File: config.mk
export PLATFORM = sky130hd
export DESIGN_NAME = hotkey_switch_tracker_top_flat
export DESIGN_NICKNAME = d
export VERILOG_FILES = /design/src/rtl/hst_pkg.sv /design/src/rtl/hst_if.sv /design/src/rtl/hst_pressed_store.sv /design/src/rtl/hst_engine.sv /design/src/rtl/hotkey_switch_tracker_top.sv /design/src/flat_wrapper.sv
export SDC_FILE = /design/constraint.sdc
export NUM_CORES = 1
export LEC_CHECK = 0
export BUFFER_PORTS_ARGS = -buffer_cell sky130_fd_sc_hd__buf_4
export CELL_PAD_IN_SITES_DETAIL_PLACEMENT = 0
export CELL_PAD_IN_SITES_GLOBAL_PLACEMENT = 1
export CORE_MARGIN = 2
export CORE_UTILIZATION = 39
export DETAILED_ROUTE_END_ITERATION = 8
export GPL_ROUTABILITY_DRIVEN = 0
export PLACE_DENSITY = 0.58
export SKIP_LAST_GASP = 1
export SLEW_MARGIN = 5
export SYNTH_ARGS = -nofsm -noshare
export SYNTH_HDL_FRONTEND = slang
export SYNTH_HIERARCHICAL = 1
export SYNTH_SLANG_ARGS = --single-unit
File: constraint.sdc
create_clock -name clk_i -period 4.1 [get_ports clk_i]
set_clock_uncertainty 0.05 [all_clocks]
set_input_delay 0.205 -clock clk_i [delete_from_list [all_inputs] [get_ports clk_i]]
set_output_delay 0.205 -clock clk_i [all_outputs]
set_load 0.01 [all_outputs]
File: src/rtl/hst_pkg.sv
// shared types, constants and helper functions of the hotkey switch tracker
`default_nettype none
package hst_pkg;

  localparam int PRESSED_DEPTH = 16;
  localparam int BINDING_SLOTS = 4;
  localparam int HOLD_DEPTH    = 4;
  localparam int SLOT_W        = $clog2(BINDING_SLOTS);
  localparam int CFG_W         = 25;
  localparam int CFG_IDX_W     = 3;

  localparam logic [SLOT_W-1:0] SLOT_LAST = SLOT_W'(BINDING_SLOTS - 1);

  // modifier scan codes
  localparam logic [15:0] SC_CTRL   = 16'h001D;
  localparam logic [15:0] SC_LSHIFT = 16'h002A;
  localparam logic [15:0] SC_RSHIFT = 16'h0036;
  localparam logic [15:0] SC_ALT    = 16'h0038;
  localparam logic [15:0] SC_LWIN   = 16'h005B;
  localparam logic [15:0] SC_RWIN   = 16'h005C;

  localparam logic [3:0] MOD_CTRL  = 4'd1;
  localparam logic [3:0] MOD_ALT   = 4'd2;
  localparam logic [3:0] MOD_SHFT  = 4'd4;
  localparam logic [3:0] MOD_WIN   = 4'd8;

  typedef enum logic [1:0] {
    CMD_KEY   = 2'd0,
    CMD_TRIG  = 2'd1,
    CMD_RESET = 2'd2,
    CMD_LOAD  = 2'd3
  } cmd_e;

  typedef enum logic [1:0] {
    OP_EN   = 2'd0,
    OP_DIS  = 2'd1,
    OP_TOG  = 2'd2,
    OP_HOLD = 2'd3
  } op_e;

  typedef enum logic [1:0] {
    ST_SNAP     = 2'd0,
    ST_HOLD_REJ = 2'd1,
    ST_FULL     = 2'd2
  } status_e;

  typedef enum logic [CFG_IDX_W-1:0] {
    CFG_VIS   = 3'd0,
    CFG_INIT  = 3'd1,
    CFG_BIND0 = 3'd2,
    CFG_BIND1 = 3'd3,
    CFG_BIND2 = 3'd4,
    CFG_BIND3 = 3'd5
  } cfg_idx_e;

  typedef struct packed {
    logic [15:0] scan;
    logic        ext;
  } key_t;

  typedef struct packed {
    logic        valid;
    logic [1:0]  op;
    logic        target;
    logic [3:0]  mods;
    logic        ext;
    logic [15:0] scan;
  } binding_t;

  typedef struct packed {
    logic valid;
    key_t key;
    logic target;
  } hold_t;

  typedef struct packed {
    logic [1:0]  command;
    logic [15:0] key_scan;
    logic        extended;
    logic        pressed;
    logic        trigger_target;
    logic [1:0]  trigger_operation;
  } in_item_t;

  typedef struct packed {
    logic [1:0] status;
    logic       switch_a_on;
    logic       switch_b_on;
    logic       visible;
  } out_item_t;

  typedef struct packed {
    logic [1:0]                    vis_rule;
    logic [1:0]                    init_sw;
    binding_t [BINDING_SLOTS-1:0]  binding;
  } cfg_t;

  // pressed store control from the sequencer
  typedef struct packed {
    logic rd_en;
    logic wr_en;
    logic inv_en;
    logic clr;
    key_t wr_key;
  } pk_cmd_t;

  typedef struct packed {
    logic       hit;
    logic [2:0] slot;
  } mslot_t;

  function automatic mslot_t mod_slot(logic [15:0] scan, logic ext);
    mslot_t r;
    r = '0;
    if (scan == SC_CTRL) begin
      r.hit  = 1'b1;
      r.slot = ext ? 3'd1 : 3'd0;
    end else if (!ext && scan == SC_LSHIFT) begin
      r.hit  = 1'b1;
      r.slot = 3'd2;
    end else if (!ext && scan == SC_RSHIFT) begin
      r.hit  = 1'b1;
      r.slot = 3'd3;
    end else if (scan == SC_ALT) begin
      r.hit  = 1'b1;
      r.slot = ext ? 3'd5 : 3'd4;
    end else if (ext && scan == SC_LWIN) begin
      r.hit  = 1'b1;
      r.slot = 3'd6;
    end else if (ext && scan == SC_RWIN) begin
      r.hit  = 1'b1;
      r.slot = 3'd7;
    end
    return r;
  endfunction

  function automatic logic [3:0] mod_bit(logic [2:0] slot);
    logic [3:0] m;
    case (slot[2:1])
      2'd0:    m = MOD_CTRL;
      2'd1:    m = MOD_SHFT;
      2'd2:    m = MOD_ALT;
      default: m = MOD_WIN;
    endcase
    return m;
  endfunction

  function automatic logic [3:0] mods_of_held(logic [7:0] held);
    logic [3:0] m;
    m = '0;
    for (int i = 0; i < 8; i++) begin
      if (held[i]) m = m | mod_bit(3'(i));
    end
    return m;
  endfunction

  function automatic logic apply_op(logic cur, logic [1:0] op);
    logic r;
    case (op)
      OP_DIS:  r = 1'b0;
      OP_TOG:  r = ~cur;
      default: r = 1'b1;
    endcase
    return r;
  endfunction

  function automatic logic visible_of(logic [1:0] rule, logic a, logic b);
    logic r;
    case (rule)
      2'd0:    r = a;
      2'd1:    r = b;
      2'd2:    r = a & b;
      default: r = a | b;
    endcase
    return r;
  endfunction

endpackage
`default_nettype wire

File: src/rtl/hst_if.sv
// valid/ready channels for input items and result items
`default_nettype none
interface hst_in_if;
  import hst_pkg::*;

  logic     valid;
  logic     ready;
  in_item_t item;

  modport source (output valid, output item, input ready);
  modport sink   (input valid, input item, output ready);
endinterface

interface hst_out_if;
  import hst_pkg::*;

  logic      valid;
  logic      ready;
  out_item_t item;

  modport source (output valid, output item, input ready);
  modport sink   (input valid, input item, output ready);
endinterface
`default_nettype wire

File: src/rtl/hst_pressed_store.sv
// store of pressed physical keys: key memory with registered read, valid flops
`default_nettype none
module hst_pressed_store #(
  parameter int DEPTH = hst_pkg::PRESSED_DEPTH
) (
  input  wire                     clk_i,
  input  wire                     rst_ni,
  input  hst_pkg::pk_cmd_t        cmd_i,
  input  wire [$clog2(DEPTH)-1:0] rd_addr_i,
  input  wire [$clog2(DEPTH)-1:0] wr_addr_i,
  output hst_pkg::key_t           rd_key_o,
  output logic                    rd_valid_o
);
  import hst_pkg::*;

  key_t             mem [DEPTH];
  logic [DEPTH-1:0] valid_q;
  key_t             rd_key_q;
  logic             rd_valid_q;

  // key memory, written on insert
  always_ff @(posedge clk_i) begin
    if (cmd_i.wr_en) mem[wr_addr_i] <= cmd_i.wr_key;
    if (cmd_i.rd_en) rd_key_q <= mem[rd_addr_i];
  end

  always_ff @(posedge clk_i or negedge rst_ni) begin
    if (!rst_ni) begin
      valid_q    <= '0;
      rd_valid_q <= 1'b0;
    end else begin
      if (cmd_i.clr) begin
        valid_q <= '0;
      end else if (cmd_i.wr_en) begin
        valid_q[wr_addr_i] <= 1'b1;
      end else if (cmd_i.inv_en) begin
        valid_q[wr_addr_i] <= 1'b0;
      end
      if (cmd_i.rd_en) rd_valid_q <= valid_q[rd_addr_i];
    end
  end

  assign rd_key_o   = rd_key_q;
  assign rd_valid_o = rd_valid_q;

  a_one_update: assert property (@(posedge clk_i) disable iff (!rst_ni)
    !((cmd_i.wr_en && cmd_i.inv_en) || (cmd_i.clr && cmd_i.wr_en)))
    else $error("pressed store got conflicting updates");

  a_clr_empties: assert property (@(posedge clk_i) disable iff (!rst_ni)
    cmd_i.clr |=> valid_q == '0)
    else $error("pressed store not empty after clear");

  a_wr_sets_valid: assert property (@(posedge clk_i) disable iff (!rst_ni)
    cmd_i.wr_en |=> valid_q[$past(wr_addr_i)])
    else $error("inserted key not marked valid");

endmodule
`default_nettype wire

File: src/rtl/hst_engine.sv
// sequencer with one shared key comparator: store scan, binding match, hold release
`default_nettype none
module hst_engine #(
  parameter int DEPTH = hst_pkg::PRESSED_DEPTH
) (
  input  wire                      clk_i,
  input  wire                      rst_ni,
  input  hst_pkg::cfg_t            cfg_i,
  input  wire                      item_valid_i,
  input  hst_pkg::in_item_t        item_i,
  output logic                     item_ready_o,
  output logic                     res_valid_o,
  input  wire                      res_ready_i,
  output hst_pkg::out_item_t       res_o,
  output hst_pkg::pk_cmd_t         pk_cmd_o,
  output logic [$clog2(DEPTH)-1:0] pk_rd_addr_o,
  output logic [$clog2(DEPTH)-1:0] pk_wr_addr_o,
  input  hst_pkg::key_t            pk_key_i,
  input  wire                      pk_valid_i
);
  import hst_pkg::*;

  localparam int AW = $clog2(DEPTH);
  localparam logic [AW-1:0] LAST = AW'(DEPTH - 1);

  typedef enum logic [2:0] {
    S_IDLE,
    S_SCAN,
    S_DECIDE,
    S_BIND,
    S_HREL,
    S_OUT
  } state_e;

  state_e            state_q;
  key_t              key_q;
  logic              pressed_q;
  logic [3:0]        mods_q;
  logic [7:0]        held_q;
  logic              sw_a_q;
  logic              sw_b_q;
  hold_t             hold_q [HOLD_DEPTH];
  logic [AW-1:0]     idx_q;
  logic              issue_done_q;
  logic              pv_q;
  logic [AW-1:0]     pidx_q;
  logic              found_q;
  logic [AW-1:0]     found_idx_q;
  logic              free_q;
  logic [AW-1:0]     free_idx_q;
  logic [SLOT_W-1:0] step_q;
  logic [1:0]        status_q;

  mslot_t     ms;
  logic [3:0] mods_d;
  key_t       in_key;

  // shared comparator
  key_t       cand_key;
  logic [3:0] cand_mods;
  logic       cand_ok;
  logic       hit;

  binding_t   b_sel;
  logic       b_old, b_new;
  hold_t      h_sel;
  logic       h_old;
  logic       t_old, t_new;
  logic       clr_a, clr_b, rst_changed;
  logic       ins_ok;
  logic [SLOT_W-1:0] ins_idx;
  logic       dup_hold;

  assign in_key = '{scan: item_i.key_scan, ext: item_i.extended};
  assign ms     = mod_slot(item_i.key_scan, item_i.extended);
  assign mods_d = ms.hit ? (mods_of_held(held_q) & ~mod_bit(ms.slot)) : mods_of_held(held_q);

  assign b_sel = cfg_i.binding[step_q];
  assign h_sel = hold_q[step_q];

  always_comb begin
    unique case (state_q)
      S_BIND: begin
        cand_key  = '{scan: b_sel.scan, ext: b_sel.ext};
        cand_mods = b_sel.mods;
        cand_ok   = b_sel.valid;
      end
      S_HREL: begin
        cand_key  = h_sel.key;
        cand_mods = mods_q;
        cand_ok   = h_sel.valid;
      end
      default: begin
        cand_key  = pk_key_i;
        cand_mods = mods_q;
        cand_ok   = pk_valid_i;
      end
    endcase
  end

  assign hit = cand_ok && (cand_key == key_q) && (cand_mods == mods_q);

  assign b_old = b_sel.target ? sw_b_q : sw_a_q;
  assign b_new = apply_op(b_old, b_sel.op);
  assign h_old = h_sel.target ? sw_b_q : sw_a_q;
  assign t_old = item_i.trigger_target ? sw_b_q : sw_a_q;
  assign t_new = apply_op(t_old, item_i.trigger_operation);

  always_comb begin
    clr_a   = 1'b0;
    clr_b   = 1'b0;
    ins_ok  = 1'b0;
    ins_idx = '0;
    for (int h = 0; h < HOLD_DEPTH; h++) begin
      if (hold_q[h].valid && !hold_q[h].target) clr_a = 1'b1;
      if (hold_q[h].valid && hold_q[h].target) clr_b = 1'b1;
      if (!hold_q[h].valid && !ins_ok) begin
        ins_ok  = 1'b1;
        ins_idx = SLOT_W'(h);
      end
    end
  end

  assign rst_changed = (clr_a && sw_a_q) || (clr_b && sw_b_q);

  // pressed store control
  always_comb begin
    pk_cmd_o        = '0;
    pk_cmd_o.wr_key = key_q;
    pk_cmd_o.rd_en  = (state_q == S_SCAN) && !issue_done_q;
    pk_rd_addr_o    = idx_q;
    pk_wr_addr_o    = pressed_q ? free_idx_q : found_idx_q;
    if (state_q == S_DECIDE) begin
      pk_cmd_o.wr_en  = pressed_q && !found_q && free_q;
      pk_cmd_o.inv_en = !pressed_q && found_q;
    end
    if (state_q == S_IDLE && item_valid_i &&
        (item_i.command == CMD_RESET || item_i.command == CMD_LOAD)) begin
      pk_cmd_o.clr = 1'b1;
    end
  end

  always_ff @(posedge clk_i or negedge rst_ni) begin
    if (!rst_ni) begin
      state_q      <= S_IDLE;
      key_q        <= '0;
      pressed_q    <= 1'b0;
      mods_q       <= '0;
      held_q       <= '0;
      sw_a_q       <= 1'b0;
      sw_b_q       <= 1'b0;
      for (int h = 0; h < HOLD_DEPTH; h++) hold_q[h] <= '0;
      idx_q        <= '0;
      issue_done_q <= 1'b0;
      pv_q         <= 1'b0;
      pidx_q       <= '0;
      found_q      <= 1'b0;
      found_idx_q  <= '0;
      free_q       <= 1'b0;
      free_idx_q   <= '0;
      step_q       <= '0;
      status_q     <= ST_SNAP;
    end else begin
      unique case (state_q)
        S_IDLE: begin
          if (item_valid_i) begin
            unique case (item_i.command)
              CMD_KEY: begin
                status_q     <= ST_SNAP;
                key_q        <= in_key;
                pressed_q    <= item_i.pressed;
                mods_q       <= mods_d;
                if (ms.hit) held_q[ms.slot] <= item_i.pressed;
                idx_q        <= '0;
                issue_done_q <= 1'b0;
                pv_q         <= 1'b0;
                found_q      <= 1'b0;
                free_q       <= 1'b0;
                state_q      <= S_SCAN;
              end
              CMD_TRIG: begin
                if (item_i.trigger_operation == OP_HOLD) begin
                  status_q <= ST_HOLD_REJ;
                  state_q  <= S_OUT;
                end else begin
                  status_q <= ST_SNAP;
                  if (item_i.trigger_target) sw_b_q <= t_new;
                  else                       sw_a_q <= t_new;
                  state_q <= (t_new != t_old) ? S_OUT : S_IDLE;
                end
              end
              CMD_RESET: begin
                status_q <= ST_SNAP;
                held_q   <= '0;
                for (int h = 0; h < HOLD_DEPTH; h++) hold_q[h].valid <= 1'b0;
                if (clr_a) sw_a_q <= 1'b0;
                if (clr_b) sw_b_q <= 1'b0;
                state_q <= rst_changed ? S_OUT : S_IDLE;
              end
              default: begin
                status_q <= ST_SNAP;
                held_q   <= '0;
                for (int h = 0; h < HOLD_DEPTH; h++) hold_q[h].valid <= 1'b0;
                sw_a_q  <= cfg_i.init_sw[0];
                sw_b_q  <= cfg_i.init_sw[1];
                state_q <= S_OUT;
              end
            endcase
          end
        end
        S_SCAN: begin
          // read one entry a cycle, compare it in the cycle after its read
          if (!issue_done_q) begin
            idx_q <= idx_q + AW'(1);
            if (idx_q == LAST) issue_done_q <= 1'b1;
          end
          pv_q   <= !issue_done_q;
          pidx_q <= idx_q;
          if (pv_q) begin
            if (hit && !found_q) begin
              found_q     <= 1'b1;
              found_idx_q <= pidx_q;
            end
            if (!pk_valid_i && !free_q) begin
              free_q     <= 1'b1;
              free_idx_q <= pidx_q;
            end
            if (pidx_q == LAST) state_q <= S_DECIDE;
          end
        end
        S_DECIDE: begin
          step_q <= '0;
          if (pressed_q) begin
            if (found_q) begin
              state_q <= S_IDLE;
            end else if (!free_q) begin
              status_q <= ST_FULL;
              state_q  <= S_OUT;
            end else begin
              state_q <= S_BIND;
            end
          end else begin
            state_q <= S_HREL;
          end
        end
        S_BIND: begin
          if (hit) begin
            if (b_sel.op == OP_HOLD && ins_ok) begin
              hold_q[ins_idx] <= '{valid: 1'b1, key: key_q, target: b_sel.target};
            end
            if (b_sel.target) sw_b_q <= b_new;
            else              sw_a_q <= b_new;
            state_q <= (b_new != b_old) ? S_OUT : S_IDLE;
          end else if (step_q == SLOT_LAST) begin
            state_q <= S_IDLE;
          end else begin
            step_q <= step_q + SLOT_W'(1);
          end
        end
        S_HREL: begin
          if (hit) begin
            hold_q[step_q].valid <= 1'b0;
            if (h_sel.target) sw_b_q <= 1'b0;
            else              sw_a_q <= 1'b0;
            state_q <= h_old ? S_OUT : S_IDLE;
          end else if (step_q == SLOT_LAST) begin
            state_q <= S_IDLE;
          end else begin
            step_q <= step_q + SLOT_W'(1);
          end
        end
        S_OUT: begin
          if (res_ready_i) state_q <= S_IDLE;
        end
        default: state_q <= S_IDLE;
      endcase
    end
  end

  assign item_ready_o       = (state_q == S_IDLE);
  assign res_valid_o        = (state_q == S_OUT);
  assign res_o.status       = status_q;
  assign res_o.switch_a_on  = sw_a_q;
  assign res_o.switch_b_on  = sw_b_q;
  assign res_o.visible      = visible_of(cfg_i.vis_rule, sw_a_q, sw_b_q);

  always_comb begin
    dup_hold = 1'b0;
    for (int i = 0; i < HOLD_DEPTH; i++) begin
      for (int j = i + 1; j < HOLD_DEPTH; j++) begin
        if (hold_q[i].valid && hold_q[j].valid && hold_q[i].key == hold_q[j].key) begin
          dup_hold = 1'b1;
        end
      end
    end
  end

  a_decide_after_scan: assert property (@(posedge clk_i) disable iff (!rst_ni)
    (state_q == S_DECIDE) |-> ($past(state_q) == S_SCAN))
    else $error("decision without a completed store scan");

  a_no_dup_hold: assert property (@(posedge clk_i) disable iff (!rst_ni)
    !dup_hold)
    else $error("same key recorded twice as a hold");

  a_full_only_no_free: assert property (@(posedge clk_i) disable iff (!rst_ni)
    (res_valid_o && res_o.status == ST_FULL) |-> (pressed_q && !free_q && !found_q))
    else $error("store full reported with a free entry");

endmodule
`default_nettype wire

File: src/rtl/hotkey_switch_tracker_top.sv
// top level of the hotkey switch tracker: config registers, engine, store, output register
//
// Usage:
//  - in_i carries one item per command: key make/break, hotkey trigger, reset keys
//    or load configuration. in_i.ready is high only while the sequencer is idle.
//  - out_o carries at most one result item per input item: a switch snapshot,
//    a rejected hold trigger, or a pressed store full flag, always with both
//    switches and the visibility from the current rule.
//  - configuration is a write-only port (cfg_we_i, cfg_idx_i, cfg_wdata_i); unknown
//    indexes are ignored; the user writes it only while no item is in flight, unchecked.
// Sequencing:
//  - triggers, reset keys and load are handled in the sequencer's idle state; a key
//    event reads the pressed store one entry a cycle through its registered read port,
//    then steps through up to four binding slots or holds for the binding or hold match,
//    one shared comparator step per cycle.
//  - a result is registered in the output register before it reaches out_o.
// Reset clears switches, held modifiers, pressed keys, holds and registers.
// When the receiver stalls, the result waits in the output register and
// the sequencer holds its next result until the register frees up.
`default_nettype none
module hotkey_switch_tracker_top #(
  parameter int PRESSED_DEPTH = hst_pkg::PRESSED_DEPTH
) (
  input  wire                           clk_i,
  input  wire                           rst_ni,
  hst_in_if.sink                        in_i,
  hst_out_if.source                     out_o,
  input  wire                           cfg_we_i,
  input  wire [hst_pkg::CFG_IDX_W-1:0]  cfg_idx_i,
  input  wire [hst_pkg::CFG_W-1:0]      cfg_wdata_i
);
  import hst_pkg::*;

  localparam int AW = $clog2(PRESSED_DEPTH);

  cfg_t          cfg_q;

  // engine to store
  pk_cmd_t       pk_cmd;
  logic [AW-1:0] pk_rd_addr;
  logic [AW-1:0] pk_wr_addr;
  key_t          pk_key;
  logic          pk_valid;

  // engine result and output register
  logic          res_valid;
  logic          res_ready;
  out_item_t     res;
  logic          out_valid_q;
  out_item_t     out_item_q;

  // configuration registers
  always_ff @(posedge clk_i or negedge rst_ni) begin
    if (!rst_ni) begin
      cfg_q <= '0;
    end else if (cfg_we_i) begin
      unique case (cfg_idx_i)
        CFG_VIS:   cfg_q.vis_rule   <= cfg_wdata_i[1:0];
        CFG_INIT:  cfg_q.init_sw    <= cfg_wdata_i[1:0];
        CFG_BIND0: cfg_q.binding[0] <= binding_t'(cfg_wdata_i);
        CFG_BIND1: cfg_q.binding[1] <= binding_t'(cfg_wdata_i);
        CFG_BIND2: cfg_q.binding[2] <= binding_t'(cfg_wdata_i);
        CFG_BIND3: cfg_q.binding[3] <= binding_t'(cfg_wdata_i);
        default:   ;
      endcase
    end
  end

  hst_engine #(
    .DEPTH(PRESSED_DEPTH)
  ) u_engine (
    .clk_i        (clk_i),
    .rst_ni       (rst_ni),
    .cfg_i        (cfg_q),
    .item_valid_i (in_i.valid),
    .item_i       (in_i.item),
    .item_ready_o (in_i.ready),
    .res_valid_o  (res_valid),
    .res_ready_i  (res_ready),
    .res_o        (res),
    .pk_cmd_o     (pk_cmd),
    .pk_rd_addr_o (pk_rd_addr),
    .pk_wr_addr_o (pk_wr_addr),
    .pk_key_i     (pk_key),
    .pk_valid_i   (pk_valid)
  );

  hst_pressed_store #(
    .DEPTH(PRESSED_DEPTH)
  ) u_store (
    .clk_i      (clk_i),
    .rst_ni     (rst_ni),
    .cmd_i      (pk_cmd),
    .rd_addr_i  (pk_rd_addr),
    .wr_addr_i  (pk_wr_addr),
    .rd_key_o   (pk_key),
    .rd_valid_o (pk_valid)
  );

  // output register: takes a new result when empty or being drained
  assign res_ready = !out_valid_q || out_o.ready;

  always_ff @(posedge clk_i or negedge rst_ni) begin
    if (!rst_ni) begin
      out_valid_q <= 1'b0;
      out_item_q  <= '0;
    end else if (res_ready) begin
      out_valid_q <= res_valid;
      if (res_valid) out_item_q <= res;
    end
  end

  assign out_o.valid = out_valid_q;
  assign out_o.item  = out_item_q;

endmodule
`default_nettype wire
File: src/flat_wrapper.sv
// flat-port wrapper written by rule: the top's interface ports become plain ports
module hotkey_switch_tracker_top_flat import hst_pkg::*;
#(
  parameter int PRESSED_DEPTH = hst_pkg::PRESSED_DEPTH
)
  (clk_i, rst_ni, cfg_we_i, cfg_idx_i, cfg_wdata_i, in_i_valid, in_i_item, in_i_ready, out_o_valid, out_o_item, out_o_ready);
  hst_in_if in_i_i ();
  hst_out_if out_o_i ();
  input  wire clk_i;
  input  wire rst_ni;
  input  wire cfg_we_i;
  input  wire [hst_pkg::CFG_IDX_W-1:0] cfg_idx_i;
  input  wire [hst_pkg::CFG_W-1:0] cfg_wdata_i;
  input wire logic [$bits(in_i_i.valid)-1:0] in_i_valid;
  input wire logic [$bits(in_i_i.item)-1:0] in_i_item;
  output wire logic [$bits(in_i_i.ready)-1:0] in_i_ready;
  output wire logic [$bits(out_o_i.valid)-1:0] out_o_valid;
  output wire logic [$bits(out_o_i.item)-1:0] out_o_item;
  input wire logic [$bits(out_o_i.ready)-1:0] out_o_ready;
  assign in_i_i.valid = in_i_valid;
  assign in_i_i.item = in_i_item;
  assign in_i_ready = in_i_i.ready;
  assign out_o_valid = out_o_i.valid;
  assign out_o_item = out_o_i.item;
  assign out_o_i.ready = out_o_ready;
  hotkey_switch_tracker_top #(.PRESSED_DEPTH(PRESSED_DEPTH)) u_core (.clk_i(clk_i), .rst_ni(rst_ni), .in_i(in_i_i), .out_o(out_o_i), .cfg_we_i(cfg_we_i), .cfg_idx_i(cfg_idx_i), .cfg_wdata_i(cfg_wdata_i));
endmodule
* Word-level counts from Yosys, hierarchy flattened *
Memory sizes are Yosys's and may differ from the RTL's. A register that Yosys moved wholly into a read port is not among the register bits.
Index checks and enable logic that the tools add are counted.

storage, ports and cells
  register bits = 262
  memory bits (writable) = 272
  word-level logic and storage cells = 402
  memories kept = 1

memories
  name                words  bits a word  rd ports  clocked after memory_dff  write ports  RTL line                 source
  u_core.u_store.mem  16     17           1         1                         1            hst_pressed_store.sv:16  key_t mem [DEPTH];

cells by class
  add/sub/neg operators = 2
  order comparisons = 10
  equality and inequality tests = 64
  muxes and demuxes = 153
  bitwise operators = 19
  reductions and logical operators = 86

operator list
  operator               count
  $mux W76               3
  $bwmux W76             2
  $pmux W18 S2           4
  $mux W4                26
  $demux W19 S2          2
  $mux W19               4
  $mux W1                53
  $bmux W25 S2           1
  $eq A16 B6 Y1 const B  3
  $mux W16               3
  $mux W3                15
  $bmux W19 S2           1
  $ne A2 B2 Y1 const B   19
  $pmux W17 S2           1
  $eq A16 B7 Y1 const B  2
  $logic_and A1 B1 Y1    32
  $or A4 B4 Y4           7
  $pmux W1 S3            9
  $mux W25               1
  $reduce_and A10 Y1     2
  $eq A2 B2 Y1 const B   9
  $mux W2                9
  $pmux W3 S6            1
  $eq A17 B17 Y1         1
  other kinds (51)       124

* Depth between registers and ports, before layout *
Gate-level depths: netlist of run 1.

  depth in word-level cells = 18
  depth in mapped cells = 15

* Cells and area by module *
Netlist of run 1, hierarchy kept.

modules (own cells, without submodules)
  module                     times used  cells an instance  area each (um^2)  seq. area each (um^2)
  hst_pressed_store          1           505                11,848.9          9,103.7
  hst_engine                 1           713                7,972.6           3,378.2
  hotkey_switch_tracker_top  1           239                4,177.8           2,752.6

* Worst setup path after synthesis of run 1 *
OpenSTA, ideal clock, no wires.

  path type = flip-flop to flip-flop
  start point = register u_core.u_engine.step_q[0]
  end point = register u_core/u_engine/hold_q[26] (netlist bit)
  data arrival time = 3.558 ns
  required time = 3.925 ns
  slack = 0.367 ns
  stages on the path, launching flop included = 14
  buffers on the path = 6
  clock period less this slack = 3.733 ns
  cell sequence = dfrtp_1 > buf_6 > buf_6 > buf_2 > mux4_2 > a221oi_1 > xor2_1 > nand3_1 > or3_1 > buf_2 > or4_4 > buf_6 > buf_12 > mux2_4

on the way
  cells in the longest elaborated chain, start to end = 10

RTL lines
  what                                         RTL line                             source
  start, declared                              hst_engine.sv:51                     logic [SLOT_W-1:0] step_q;
  start signal, assigned                       hst_engine.sv:257                    step_q <= step_q + SLOT_W'(1);
  start signal, assigned                       hst_engine.sv:269                    step_q <= step_q + SLOT_W'(1);
  $not A2 Y3 (implied by the code)             hst_engine.sv:79, hst_engine.sv:262
  $bmux W19 S2                                 hst_engine.sv:79                     assign h_sel = hold_q[step_q];
  $mux W19 (implied by the code) (2 in a row)  hst_engine.sv:79
  $pmux W17 S2                                 hst_engine.sv:82                     unique case (state_q)
  $eq A17 B17 Y1                               hst_engine.sv:101                    assign hit = cand_ok && (cand_key == key_q) && (cand_mods == mods_q);
  $logic_and A1 B1 Y1 (2 in a row)             hst_engine.sv:101
  $ne A2 B2 Y1 (no source line)                -
  $reduce_and A4 Y1 (no source line)           -
  end signal, assigned by index                hst_engine.sv:249                    hold_q[ins_idx] <= '{valid: 1'b1, key: key_q, target: b_sel.target};
  end, declared                                hst_engine.sv:42                     hold_t hold_q [HOLD_DEPTH];

Parallel ways exist; a longest one is shown, timed or not. The select of a mux whose other input is x is not followed.
A chain may end at the register's enable or synchronous reset.

* Worst setup path in the final report of run 1 *
  start point = register u_core.u_engine.step_q[0]
  end point = register u_core/u_engine/hold_q[35] (netlist bit)

Same word-level chain as after synthesis.

==> summary by stage, run 1 <==
Yosys
Counting flops with an async set or reset pin after synthesis yields a share of between 40% and 50%. In this run the cell area of the synthesized design comes to approximately 24000 um2. The post-synthesis mux area share is a little under a quarter. The synthesized design spends more area on one cell type than any other, namely sky130_fd_sc_hd__edfxtp_1.

Yosys mapped a number of flops with a built-in enable equal to ~290. The number of unique standard cell types used by synthesis is 75. The average size of a mapped cell is roughly 16 um2.

The dominant register cell in the synthesized netlist is sky130_fd_sc_hd__edfxtp_1. By area the synthesized netlist is led by sky130_fd_sc_hd__edfxtp_1 (36%), sky130_fd_sc_hd__dfrtp_1 (27%), sky130_fd_sc_hd__mux2_2 (8.9%). After synthesis, the largest family of logic cells by area is multiplexers. Summing the areas of all compound-gate instances in the mapped netlist gives ~3.5% of the synthesized area. The post-synthesis adder-cell area fraction is less than 1%. The number of flip-flops and latches in the synthesized netlist is ~550. After synthesis, the largest area contributor takes up between 30% and 40% of total cell area. The yosys synthesis warning count is 6. The post-synthesis cell count is roughly 1.5k. After Yosys synthesis, XOR and XNOR cells account for less than 1% of the synthesized area. Sequential cells were found to cover ~63% of the synthesized design area. Counting every net in the synthesized netlist gives approximately 1.5k. The area fraction in and, or, nand and nor cells after synthesis is 6.188%.

Cells and area
The number of diodes added for antenna fixing is 0. The library cell used most frequently in the layout, excluding fill and tap cells, is sky130_fd_sc_hd__edfxtp_1. Cells with a size suffix above 1 make up 31.88% of the layout. The net count of the finished layout is roughly 1.7k. Compared with the post-synthesis result, the final layout area differs by 17.41%. The count of placed standard cells in the final layout, fillers left out is roughly 2.5k. The area occupied by registers is 15240 um2. The filler cells instantiated in the layout total between 5k and 6k.

In the layout the commonest cells are sky130_fd_sc_hd__edfxtp_1 (289), sky130_fd_sc_hd__dfrtp_1 (258), sky130_fd_sc_hd__mux2_2 (189), sky130_fd_sc_hd__buf_4 (130), sky130_fd_sc_hd__nand2_1 (129). The post-route standard cell area excluding fillers is 28180 um2. The area occupied by multi-input gates is around 8200 um2.

Worst setup path
The worst setup path is captured at a flip-flop. The endpoint required time on the critical path is between 4 and 5 ns. The critical path goes through buf_12 -> mux4_2 -> xor2_1 -> o41ai_2 -> buf_4 -> nand3_1 -> or3_1 -> or4_4 -> mux2_4. At the worst endpoint, the arrival time is around 4.5 ns. Among cell families on the critical path, the largest total delay comes from simple AND/OR/NAND/NOR gates. Along the worst path, the maximum fanout reaches 20. The startpoint type of the worst setup path is a flip-flop. The worst setup path is of the reg -> reg kind. The largest single stage delay on the critical path is ~0.64 ns. The number of buffers and inverters on the critical path is 2.

The slowest stage of the critical path belongs to the cell sky130_fd_sc_hd__or4_4.

STA
The slew at the pin closest to its max-slew limit is between 1 and 1.5 ns. Setup repair after global routing left no endpoint under its margin. The max-slew violation count is 0. The upper clock frequency limit is 250.2 MHz. The routed design could run at a clock period as short as 3.996 ns. The share of the clock period used by the worst path after layout is between 90% and 100%.

The max-slew headroom at the worst pin is between 20% and 30%. The final-layout setup total negative slack is 0 ns. The setup-violating endpoint count in the final report is 0. The number of failing hold endpoints at the final stage was 0.

Final hold analysis gives a worst-case slack of around 0.08 ns.

Place
The final HPWL from detailed placement is ~37000 um. The number of buffers added on ports is 62. The number of placed instances, taps included is between 2k and 2.5k. The cell area reported after detailed placement is 25670 um2.

Pwr
VDD sags by at most 0.3868 mV. The design draws between 15 and 20 mW. The power density over the cells is between 600 and 700 nW/um2.

The leakage power is between 10 and 15 nW.

Global routing
The maximum number of pins on one net before global-route repair is 123. After global routing the overflow that remains totals 0. The total routing resource utilization after global routing is about a fifth. The initial antenna violation count is 0. The via count of the first global-routing pass is roughly 14k. The first global-routing pass estimated 90400 um of wire.

Clock tree
The tree built by TritonCTS fans out to roughly 550 sinks. The later-pin clock latency in the skew report is 0.62 ns. The maximum clock path buffer count is 3. The H-tree generated during clock tree synthesis spans 2 levels. The root cell of the clock tree is sky130_fd_sc_hd__clkbuf_16.

Clock-pin slew was measured on the worst setup and hold paths at ~0.060 ns. The number of setup buffers added after CTS is 0. TritonCTS created 59 clock buffers. The TritonCTS clock tree is built.

Run
The number of maximum-capacitance constraint violations is 0.

Route
The detailed-route vias per instance is ~5.5. The first routing iteration left ~890 violations. The remaining design rule violation count is 0. The first-pass iteration count of the detailed router is 5. The via count is between 10k and 15k. Dividing the detail-routed wire length by the instance count gives around 24 um. In this run the remaining antenna-violating nets after routing total 0. The total wire length after detailed routing is about 60000 um.

Status
The flow ran to the end, and the final reports show no timing, DRC or antenna violations.

Die
The floorplan die width is around 250 um. The die covers ~64000 um2. After floorplanning, the core was divided into 90 placement rows. The vertical die dimension is approximately 250 um.

The region available for standard cell placement spans 60580 um2. Pin placement for this block handled between 60 and 70 I/O pins. Once the floorplan was initialized, standard cells occupied 39.61% of the core.

Min path
The path class of the tightest hold or removal check is in -> reg.
[where the power goes]
group          switching, mW  total [mW]  internal, mW
clock network           2.21        5.43          3.22
logic                   2.20        4.18          1.98
registers              0.623        7.47          6.85
[registers in the layout (all words and copies together), names as in the netlist, 4 cells and up]
signal                        cells
u_core/u_engine/mods_q            4
u_core/cfg_q                    104
u_core/u_engine/pk_cmd_o         17
u_core/u_engine/hold_q           76
u_core/u_store/rd_key_o          17
u_core/u_store/valid_q           16
u_core/u_engine/free_idx_q        4
u_core/u_engine/found_idx_q       4
u_core/u_engine/held_q            8
u_core/u_engine/pidx_q            4
u_core/u_engine/pk_rd_addr_o      4
u_core/out_o.item                 5
u_core/u_store/mem              272
[what timing repair did]
action / 4_1_cts / 5_1_grt
resized for setup: 0 / 2
setup endpoints to repair: 0 / 57
endpoints found under the hold margin: 248 / 0
hold buffers: 51 / 0
[per-stage QoR]
stage | util [%] | setup slack, ns
global placement | 42.37 | 0.01581
finish | 46.51 | 0.1039
floorplan | - | 0.3671
detailed placement | 42.37 | 0.03340
CTS | 46.49 | 0.009782
global route | 46.51 | 0.005518
[worst min-delay path, stage by stage]
cell and delay (ns):
sky130_fd_sc_hd__buf_4 0.13, sky130_fd_sc_hd__nor4b_1 0.16, sky130_fd_sc_hd__mux2_2 0.22
[per-layer routing]
layer  vias up  global-route usage, %  routed length, um
met1      7167                  28.07              28550
li1       6031                      -                  -
met3        69                  3.074               2652
met2       260                  30.10              27760
met4         0                  4.446                964
met5         -                      0                  0
[synth_stat cells (9+ instances only)]
library cell / n
sky130_fd_sc_hd__nand2_1: 129
sky130_fd_sc_hd__a21oi_1: 26
sky130_fd_sc_hd__mux2i_1: 31
sky130_fd_sc_hd__nand4_1: 10
sky130_fd_sc_hd__buf_6: 18
sky130_fd_sc_hd__and4_1: 9
sky130_fd_sc_hd__buf_2: 13
sky130_fd_sc_hd__mux4_1: 42
sky130_fd_sc_hd__nand2b_1: 9
sky130_fd_sc_hd__o22ai_1: 9
sky130_fd_sc_hd__inv_1: 33
sky130_fd_sc_hd__a31oi_1: 10
sky130_fd_sc_hd__ha_1: 9
sky130_fd_sc_hd__edfxtp_1: 289
sky130_fd_sc_hd__nor2_1: 33
sky130_fd_sc_hd__xor2_1: 9
sky130_fd_sc_hd__mux4_2: 84
sky130_fd_sc_hd__clkbuf_1: 28
sky130_fd_sc_hd__o21ai_0: 41
sky130_fd_sc_hd__buf_4: 11
sky130_fd_sc_hd__dfrtp_1: 262
sky130_fd_sc_hd__mux2_2: 189
sky130_fd_sc_hd__nand3_1: 33
sky130_fd_sc_hd__mux2_4: 11
[final cells by class]
| type | count | area share, % |
|---|---|---|
| sequential | 551 | 54.10 |
| multi-input combinational | 796 | 28.98 |
| timing repair buffer | 191 | 5.968 |
| clock buffer | 83 | 5.950 |
| tap | 782 | 3.472 |
| clock inverter | 24 | 1.088 |
| inverter | 33 | 0.4396 |
[kinds of logic (layout without fill, tap and decap cells)]
| group | after synthesis | after routing |
|---|---|---|
| flip-flops | 551 | 551 |
| multiplexers | 358 | 358 |
| AND/OR/NAND/NOR | 286 | 286 |
| AO/OA/AOI/OAI | 133 | 133 |
| buffers and inverters | 110 | 331 |
| XOR/XNOR | 10 | 10 |
| adder cells (fa/ha/maj) | 9 | 9 |
[final timing paths]
check / from / end / slack, ns / cells past startpoint
min in group asynchronous: rst_ni / u_core/u_store/valid_q[3] / 0.18 / 2
hold / removal: cfg_we_i / u_core/cfg_q[103] / 0.08 / 3
setup / recovery: u_core/u_engine/step_q[0] / u_core/u_engine/hold_q[35] / 0.10 / 9
setup reg to reg: u_core/u_engine/step_q[0] / u_core/u_engine/hold_q[35] / 0.10 / 9
hold reg to reg: u_core/cfg_q[74] / u_core/cfg_q[74] / 0.43 / 1
max in group asynchronous: rst_ni / u_core/cfg_q[53] / 2.59 / 3
Note: power is estimated with default switching activity, not from simulation.
==> run 2, diff against run 1 <==
--- a/config.mk
+++ b/config.mk
@@ -10,6 +10,7 @@
 export CELL_PAD_IN_SITES_GLOBAL_PLACEMENT = 1
 export CORE_MARGIN = 2
 export CORE_UTILIZATION = 39
+export CTS_CLUSTER_DIAMETER = 30
 export DETAILED_ROUTE_END_ITERATION = 8
 export GPL_ROUTABILITY_DRIVEN = 0
 export PLACE_DENSITY = 0.58
==> constraint.sdc (replaced) <==
create_clock -name clk_i -period 4.6 [get_ports clk_i]
set_clock_uncertainty 0.05 [all_clocks]
set_input_delay 0.23 -clock clk_i [delete_from_list [all_inputs] [get_ports clk_i]]
set_output_delay 0.23 -clock clk_i [all_outputs]
set_load 0.01 [all_outputs]
==> run 2 against run 1 <==
Net effect:
- design area up 8.0%
- sequential share of layout area down 4.0 points
- total power up 13%
- register-to-register slack better by 0.42 ns
- clock-buffer cell count up 79
- non-clock buffer count down 14
- die area unchanged
- worst setup slack better by 0.42 ns
- core utilization up 3.7 points
- global-route usage up 0.64 points
- critical path depth up 1
==> summary by stage, run 2 (synthesis results as in run 1) <==
Global routing
The total routing resource utilization after global routing is 19.80% (was 19.15%). The met3 demand-to-capacity share in global routing is 4.292% (was 3.074%). The overflow left after global routing is 0 (unchanged). The global-route wire length before repair is 92650 um (was 90400 um). The via count of the first global-routing pass was 14.77k (was 14.00k). The busiest layer in global routing is met2 (unchanged). The met1 usage in global routing is 28.09% (was 28.07%). The met2 capacity usage during global routing is 30.21% (was 30.10%). The maximum number of pins on one net before global-route repair is 99 (was 123). The initial antenna violation count came to 2 (was 0).

Die
The starting density of the core was 39.61% (unchanged). The number of placed I/O pins is 63 (unchanged). The placeable core area is 60580 um2 (unchanged). The floorplan die width was 252.1 um (unchanged). The die footprint was 63540 um2 (unchanged). The standard-cell row count is 90 (unchanged). The vertical die dimension came to 252.1 um (unchanged).

STA
The max-slew violation count is 0 (unchanged). The minimum period implied by the final worst setup slack came to 4.081 ns (was 3.996 ns). The slew at the pin closest to its max-slew limit was 0.9759 ns (was 1.064 ns). The share of the clock period used by the worst path after layout is 88.71% (was 97.47%).

The setup-violating endpoint count in the final report is 0 (unchanged). The upper clock frequency limit came to 245.1 MHz (was 250.2 MHz). The max-slew headroom at the worst pin is 34.94% (was 29.07%). Setup repair after global routing missed its margin: false (unchanged). The number of failing hold endpoints at the final stage is 0 (unchanged). The final-layout setup total negative slack came to 0 ns (unchanged).

Pwr
The leakage power is 12.18 nW (was 11.10 nW). The power density over the cells is 636.9 nW/um2 (was 606.3 nW/um2). The worst ir drop on vdd was 0.4344 mV (was 0.3868 mV).

Worst setup path
The kind of critical path is reg -> reg (unchanged). The highest cell delay on the worst timing path is 0.78 ns (was 0.64 ns). The cell with the biggest individual delay on the critical path was sky130_fd_sc_hd__dfrtp_4 (was sky130_fd_sc_hd__or4_4). The cell type group with the largest total delay on the critical path is simple AND/OR/NAND/NOR gates (unchanged). The critical path buffer and inverter count was 2 (unchanged). The biggest fanout along the worst timing path was 29 (was 20). Critical path, cell by cell: mux4_2 -> and2_1 -> or4_1 -> a211oi_1 -> nand4_1 -> or3_1 -> buf_4 -> nor4_4 -> buf_4 -> mux2_2 (was buf_12 -> mux4_2 -> xor2_1 -> o41ai_2 -> buf_4 -> nand3_1 -> or3_1 -> or4_4 -> mux2_4). The startpoint type of the worst setup path is a flip-flop (unchanged).

The data arrival time of the critical path came to 4.59 ns (was 4.45 ns). The endpoint required time on the critical path is 5.11 ns (was 4.55 ns). The flop-to-flop setup slack is 0.52 ns (was 0.10 ns). The element type at the critical path end is a flip-flop (unchanged). The cell that appears most often on the critical path is sky130_fd_sc_hd__buf_4.

Clock tree
The later-pin clock latency in the skew report is 0.69 ns (was 0.62 ns). The number of sinks driven by the clock tree is 551 (unchanged). The clock edge transition at the registers on the reported setup and hold paths came to 0.05 ns (was 0.06 ns). The TritonCTS clock tree was built (unchanged). The maximum clock path buffer count is 3 (unchanged). The total number of H-tree levels was 4 (was 2). The number of buffers added by the clock tree synthesis step was 130 (was 59). The root cell of the clock tree is sky130_fd_sc_hd__clkbuf_16 (unchanged).

The number of setup buffers added after CTS was 0 (unchanged).

Route
The first-pass iteration count of the detailed router was 5 (unchanged). The via count is 14.02k (was 13.53k). The remaining design rule violation count is 0 (unchanged). The initial DRC count came to 914 (was 894). The average detailed-routed wire length per instance is 23.60 um (was 24.36 um). The detailed-route vias per instance was 5.445 (was 5.499). The antenna violation net count after detailed routing was 0 (unchanged). The total wire length after detailed routing was 60750 um (was 59930 um).

Cells and area
The number of diodes added for antenna fixing is 0 (unchanged). The growth of design area from synthesis to finish is 26.75% (was 17.41%). Registers with the highest flip-flop counts: u_core/u_store/mem x272, u_core/cfg_q x104, u_core/u_engine/hold_q x76 (unchanged). The flip-flop count of the largest register after layout is 272 (unchanged). The total number of nets in the final design is 1754 (was 1697). The ratio of cells with drive above 1 in the final layout is 35.49% (was 31.88%). The count of placed standard cells in the final layout, fillers left out is 2574 (was 2460). The most common cell after layout, fill and taps aside is sky130_fd_sc_hd__edfxtp_1 (unchanged).

The register with the most flip-flops is u_core/u_store/mem (unchanged). Most frequent cells in the layout: sky130_fd_sc_hd__edfxtp_1 (289), sky130_fd_sc_hd__dfrtp_1 (258), sky130_fd_sc_hd__mux2_2 (189), sky130_fd_sc_hd__clkbuf_16 (134), sky130_fd_sc_hd__nand2_1 (129) (was sky130_fd_sc_hd__edfxtp_1 (289), sky130_fd_sc_hd__dfrtp_1 (258), sky130_fd_sc_hd__mux2_2 (189), sky130_fd_sc_hd__buf_4 (130), sky130_fd_sc_hd__nand2_1 (129)).

Run
The number of maximum-capacitance constraint violations is 0 (unchanged).

Place
The number of placed instances, taps included is 2288 (was 2302). The final HPWL from detailed placement is 37050 um (was 37300 um). The number of buffers added on ports is 62 (unchanged).

Status
Run status: completed (unchanged).

Min path
The type of the worst min-delay path is in -> reg (unchanged).
## run 2: cell count changes in the layout (fill, tap and decap cells not counted), moves of 2 or more
cell / before / now
sky130_fd_sc_hd__buf_12: 9 / 7
sky130_fd_sc_hd__buf_4: 130 / 118
sky130_fd_sc_hd__bufinv_16: 6 / 14
sky130_fd_sc_hd__clkbuf_1: 13 / 18
sky130_fd_sc_hd__clkbuf_16: 59 / 134
sky130_fd_sc_hd__clkinv_1: 8 / 14
sky130_fd_sc_hd__clkinv_2: 4 / 21
sky130_fd_sc_hd__clkinv_4: 0 / 3
sky130_fd_sc_hd__clkinvlp_4: 2 / 10
sky130_fd_sc_hd__inv_6: 1 / 7
## run 2: report_power, final
group / switching (mW) / internal [mW]
Combinational: 1.73 / 1.72
Clock: 2.78 / 6.22
Sequential: 0.793 / 6.12
Total: 5.30 / 14.1
## run 2: timing repair
item                                   in CTS  in global routing
endpoints found under the hold margin     215                  0
hold buffers                               51                  0
gates resized for setup                     0                  0
## run 2: per-stage QoR
step	hold WS [ns]	setup slack (ns)	utilization (%)	total power [mW]	cell area [um2]
finish	0.06459	0.5194	50.21	19.37	30420
global route	0.04899	0.2762	50.21	20.22	30420
CTS	0.01906	0.4802	50.21	19.63	30420
detailed placement	0.2276	0.4977	42.16	10.48	25540
global placement	0.2230	0.5106	42.16	10.42	25540
floorplan	-0.1156	0.8671	-	9.090	24000
## run 2: area by class of cell
| type | instances | area, um2 |
|---|---|---|
| clock buffers | 162 | 3558 |
| clock inverters | 73 | 809.5 |
| flip-flops and latches | 551 | 15240 |
| well taps | 782 | 978.4 |
| inverters | 33 | 123.9 |
| repair buffers | 177 | 1551 |
| fillers | 5054 | 30170 |
| multi-input cells | 796 | 8152 |
## run 2: metal layers
layer | wire, um | vias up
met2 | 28300 | 361
li1 | - | 6208
met4 | 1141 | 0
met5 | 0 | -
met3 | 3007 | 78
met1 | 28300 | 7368
## run 2: final timing paths
check / end / start / depth (start not counted)
worst min register to register: u_core/cfg_q[74] / u_core/cfg_q[74] / 1
worst max register to register: u_core/u_engine/hold_q[15] / u_core/u_engine/step_q[0] / 10
min in group asynchronous: u_core/u_store/valid_q[6] / rst_ni / 2
max in group asynchronous: u_core/u_engine/hold_q[49] / rst_ni / 3
worst max-delay path: u_core/u_engine/hold_q[15] / u_core/u_engine/step_q[0] / 10
worst min-delay path: u_core/cfg_q[103] / cfg_we_i / 3
## run 2: tightest hold or removal path, cell delays in order
cell and delay, ns:
sky130_fd_sc_hd__buf_4 0.13, sky130_fd_sc_hd__nor4b_1 0.17, sky130_fd_sc_hd__mux2_2 0.22
==> run 3, diff against run 2 <==
--- a/config.mk
+++ b/config.mk
@@ -13,10 +13,9 @@
 export CTS_CLUSTER_DIAMETER = 30
 export DETAILED_ROUTE_END_ITERATION = 8
 export GPL_ROUTABILITY_DRIVEN = 0
-export PLACE_DENSITY = 0.58
+export PLACE_DENSITY = 0.59
 export SKIP_LAST_GASP = 1
 export SLEW_MARGIN = 5
 export SYNTH_ARGS = -nofsm -noshare
 export SYNTH_HDL_FRONTEND = slang
-export SYNTH_HIERARCHICAL = 1
 export SYNTH_SLANG_ARGS = --single-unit
==> run 3 against run 2 <==
Net effect:
- core utilization down 0.17 points
- via count rose by 3.2%
- sequential share of layout area increased by 0.18 points
- routed wire length up 0.41%
- critical endpoint is now u_core.u_engine.hold_q[23]
- first-iteration DRC count shrank 10%
- final cell count up 4.7%
- worst setup slack better by 0.11 ns
- highest routed layer is now met5
- synthesized cell count up 11%
- largest cell class unchanged
==> summary by stage, run 3 <==
Clock tree
The number of buffers added by the clock tree synthesis step is 117 (was 130). The root cell of the clock tree is sky130_fd_sc_hd__clkbuf_16 (unchanged). The number of sinks driven by the clock tree is 551 (unchanged). The clock edge transition at the registers on the reported setup and hold paths is 0.04 ns (was 0.05 ns). The number of setup buffers added after CTS is 0 (unchanged). The number of hold buffers added after CTS was 51 (unchanged). The number of cells upsized or downsized after cts came to 0 (unchanged). The later-pin clock latency in the skew report is 0.69 ns (about the same). The total number of H-tree levels is 3 (was 4). The TritonCTS clock tree is built (unchanged). The maximum clock path buffer count is 3 (unchanged).

Yosys
The proportion of netlist area held by the largest area contributor came to 36.16% (about the same). The number of unique standard cell types used by synthesis is 68 (was 75). The yosys synthesis warning count was 0 (was 6). The area of the mapped netlist came to 24000 um2 (about the same).

The synthesized netlist net count is 1675 (was 1522). The area fraction in and, or, nand and nor cells after synthesis is 6.648% (was 6.188%). The post-synthesis cell count came to 1610 (was 1457). The cell with the most instances after synthesis is sky130_fd_sc_hd__edfxtp_1 (unchanged). The post-synthesis adder-cell area fraction is 0.4692% (about the same). The average size of a mapped cell was 14.91 um2 (was 16.47 um2). The dominant combinational cell family by area after synthesis was multiplexers (unchanged). The post-synthesis mux area share was 20.54% (was 23.38%). The dominant register cell in the synthesized netlist is sky130_fd_sc_hd__edfxtp_1 (unchanged).

The library cell occupying the most area in the post-synthesis netlist is sky130_fd_sc_hd__edfxtp_1 (unchanged). The post-synthesis share of cell area spent on xor and xnor gates is 0.3285% (was 0.3649%). Synth area leaders: sky130_fd_sc_hd__edfxtp_1 (36%), sky130_fd_sc_hd__dfrtp_1 (27%), sky130_fd_sc_hd__mux2_2 (9.9%) (was sky130_fd_sc_hd__edfxtp_1 (36%), sky130_fd_sc_hd__dfrtp_1 (27%), sky130_fd_sc_hd__mux2_2 (8.9%)). The post-synthesis async set-or-reset flop share is 47.55% (unchanged). The count of flip-flops with a built-in enable after synthesis came to 289 (unchanged). Commonest cells post-synth: sky130_fd_sc_hd__edfxtp_1 (289), sky130_fd_sc_hd__dfrtp_1 (262), sky130_fd_sc_hd__mux2_2 (212) (was sky130_fd_sc_hd__edfxtp_1 (289), sky130_fd_sc_hd__dfrtp_1 (262), sky130_fd_sc_hd__mux2_2 (189)).

The part of the Yosys area used for sequential elements was 63.48% (about the same). The number of flip-flops and latches in the synthesized netlist is 551 (unchanged). The synthesized-area fraction occupied by ao, oa, aoi and oai cells is 6.548% (was 3.524%).

STA
The max-slew violation count is 0 (unchanged). The number of failing hold endpoints at the final stage is 0 (unchanged). Setup repair after global routing missed its margin: false (unchanged). The share of the clock period used by the worst path after layout is 86.29% (was 88.71%). The setup-violating endpoint count in the final report is 0 (unchanged). The max-slew headroom at the worst pin came to 30.17% (was 34.94%).

The minimum period implied by the final worst setup slack came to 3.969 ns (was 4.081 ns). The final worst-path setup slack is 0.6307 ns (was 0.5194 ns). The upper clock frequency limit came to 251.9 MHz (was 245.1 MHz). The final-layout setup total negative slack is 0 ns (unchanged). The slew at the pin closest to its max-slew limit is 1.048 ns (was 0.9759 ns).

Worst setup path
The worst-case reg-to-reg path depth is 10 (unchanged). The highest cell delay on the worst timing path is 0.69 ns (was 0.78 ns). The startpoint type of the worst setup path was a flip-flop (unchanged). The biggest fanout along the worst timing path is 22 (was 29).

The critical path buffer and inverter count is 2 (unchanged). The cell type group with the largest total delay on the critical path is simple AND/OR/NAND/NOR gates (unchanged). The flop-to-flop setup slack is 0.63 ns (was 0.52 ns). The cell with the biggest individual delay on the critical path is sky130_fd_sc_hd__dfrtp_4 (unchanged). The destination of the worst register-to-register timing path is u_core.u_engine.hold_q[23] (was u_core/u_engine/hold_q[15]). The data arrival time of the critical path is 4.45 ns (was 4.59 ns). Critical path, cell by cell: buf_12 -> mux4_2 -> a22oi_1 -> a21oi_1 -> nor4_1 -> and4_1 -> and3_1 -> nor4b_4 -> buf_4 -> mux2_2 (was mux4_2 -> and2_1 -> or4_1 -> a211oi_1 -> nand4_1 -> or3_1 -> buf_4 -> nor4_4 -> buf_4 -> mux2_2). The element type at the critical path end is a flip-flop (unchanged). The kind of critical path is reg -> reg (unchanged). The endpoint required time on the critical path is 5.08 ns (was 5.11 ns). The worst reg2reg path startpoint is u_core.u_engine.step_q[0] (was u_core/u_engine/step_q[0]).

Cells and area
The number of diodes added for antenna fixing is 0 (unchanged). Most frequent cells in the layout: sky130_fd_sc_hd__edfxtp_1 (289), sky130_fd_sc_hd__dfrtp_1 (257), sky130_fd_sc_hd__mux2_2 (212), sky130_fd_sc_hd__nand2_1 (124), sky130_fd_sc_hd__clkbuf_16 (117) (was sky130_fd_sc_hd__edfxtp_1 (289), sky130_fd_sc_hd__dfrtp_1 (258), sky130_fd_sc_hd__mux2_2 (189), sky130_fd_sc_hd__clkbuf_16 (134), sky130_fd_sc_hd__nand2_1 (129)). The count of placed standard cells in the final layout, fillers left out is 2696 (was 2574).

The most common cell after layout, fill and taps aside is sky130_fd_sc_hd__edfxtp_1 (unchanged). The ratio of cells with drive above 1 in the final layout is 33.65% (was 35.49%). Registers with the highest flip-flop counts: u_core.u_store.mem x272, u_core.cfg_q x104, u_core.u_engine.hold_q x76 (was u_core/u_store/mem x272, u_core/cfg_q x104, u_core/u_engine/hold_q x76).

The growth of design area from synthesis to finish is 26.31% (was 26.75%). The register with the most flip-flops is u_core.u_store.mem (was u_core/u_store/mem). The flip-flop count of the largest register after layout is 272 (unchanged). The fraction of the core area covered by cells at the end of the flow was 50.04% (was 50.21%).

The total number of nets in the final design is 1877 (was 1754).

Min path
The end point of the worst hold path is u_core.cfg_q[101] (was u_core/cfg_q[103]). The worst hold path startpoint is cfg_idx_i[2] (was cfg_we_i). The worst hold path depth is 4 (was 3). The type of the worst min-delay path is in -> reg (unchanged).

Die
The floorplan die width came to 252.1 um (about the same). The die footprint is 63530 um2 (was 63540 um2). The number of placed I/O pins was 63 (unchanged). The standard-cell row count came to 90 (unchanged). The placeable core area came to 60580 um2 (unchanged). The vertical die dimension is 252.1 um (about the same). The starting density of the core was 39.61% (about the same).

Global routing
The via count of the first global-routing pass was 15.06k (was 14.77k). The maximum number of pins on one net before global-route repair came to 89 (was 99). The global-route wire length before repair is 94070 um (was 92650 um). The total routing resource utilization after global routing is 19.62% (was 19.80%). The initial antenna violation count is 1 (was 2). The overflow left after global routing is 0 (unchanged).

Pwr
The overall power is 18.66 mW (was 19.37 mW). The leakage power is 11.88 nW (was 12.18 nW). The power density over the cells is 615.7 nW/um2 (was 636.9 nW/um2).

The worst ir drop on vdd is 0.4053 mV (was 0.4344 mV).

Route
The first-pass iteration count of the detailed router is 4 (was 5). The average detailed-routed wire length per instance is 22.63 um (was 23.60 um). The initial DRC count is 822 (was 914).

The antenna violation net count after detailed routing is 0 (unchanged). The remaining design rule violation count is 0 (unchanged). The via count is 14.47k (was 14.02k). The total wire length after detailed routing is 61000 um (was 60750 um). The detailed-route vias per instance is 5.367 (was 5.445).

Place
The number of buffers added on ports is 62 (unchanged). The minimum setup slack after placement was 0.6201 ns (was 0.4977 ns). The number of placed instances, taps included is 2424 (was 2288). The final HPWL from detailed placement came to 37860 um (was 37050 um).

Run
The number of maximum-capacitance constraint violations is 0 (unchanged).

Status
Run status: completed (unchanged).
[run 3: cell count changes after synthesis, sizes merged, moves of 17 or more]
cell | previous run | this run
mux2i | 31 | 68
a221oi | 2 | 20
o21ai | 41 | 68
mux4 | 126 | 76
mux2 | 201 | 222
buf | 48 | 31
clkbuf | 29 | 51
a22oi | 5 | 27
nor2 | 33 | 87
[run 3: per-layer routing]
layer	GRT usage, %	vias to the layer above	wire [um]
li1	-	6625	-
met1	26.65	7422	27550
met2	31.85	309	29510
met3	3.405	111	2390
met4	6.965	2	1534
met5	0	-	13
[run 3: cells by family after synthesis]
kind of cell,after synthesis
adders and majority gates,9
AOI/OAI and AO/OA,238
xor gates and xnor gates,9
muxes,366
DFF,551
and+or+nand+nor,329
buffers and inverters,108
[run 3: worst reg2reg max path: stages, from the launching register on]
cell,delay (ns)
sky130_fd_sc_hd__dfrtp_4,0.69
sky130_fd_sc_hd__buf_12,0.28
sky130_fd_sc_hd__mux4_2,0.54
sky130_fd_sc_hd__a22oi_1,0.25
sky130_fd_sc_hd__a21oi_1,0.11
sky130_fd_sc_hd__nor4_1,0.38
sky130_fd_sc_hd__and4_1,0.30
sky130_fd_sc_hd__and3_1,0.26
sky130_fd_sc_hd__nor4b_4,0.24
sky130_fd_sc_hd__buf_4,0.37
sky130_fd_sc_hd__mux2_2,0.39
[run 3: worst max path at each step]
stage / start / to / slack [ns] / cells after the start
2_1_floorplan: u_core.u_engine.step_q[0] / u_core.u_engine.hold_q[26] / 1.08 / 11
3_3_place_gp: u_core.u_engine.step_q[0] / u_core.u_engine.hold_q[22] / 0.62 / 10
3_5_place_dp: u_core.u_engine.step_q[0] / u_core.u_engine.hold_q[36] / 0.62 / 10
4_1_cts: u_core.u_engine.step_q[0] / u_core.u_engine.hold_q[20] / 0.60 / 10
5_1_grt: u_core.u_engine.step_q[0] / u_core.u_engine.hold_q[23] / 0.45 / 10
6_report: u_core.u_engine.step_q[0] / u_core.u_engine.hold_q[23] / 0.63 / 10
[run 3: cell type report]
type	count	area [um2]
clock buffers	150	3192
multi-input cells	951	8335
inverters	26	97.59
fillers	5176	30270
clock inverters	71	989.7
repair buffers	165	1474
flip-flops and latches	551	15250
well taps	782	978.4
[run 3: per-stage QoR]
stage,area (um2),hold slack [ns]
2_1_floorplan,24000,-0.1156
3_3_place_gp,25620,0.2439
3_5_place_dp,25620,0.2377
4_1_cts,30310,0.03621
5_1_grt,30310,0.09823
6_report,30310,0.06740
[run 3: power breakdown]
part | internal, mW | total (mW) | switching [mW]
logic | 1.49 | 3.12 | 1.64
clock network | 5.86 | 8.65 | 2.79
registers | 6.02 | 6.89 | 0.871
total | 13.4 | 18.7 | 5.30
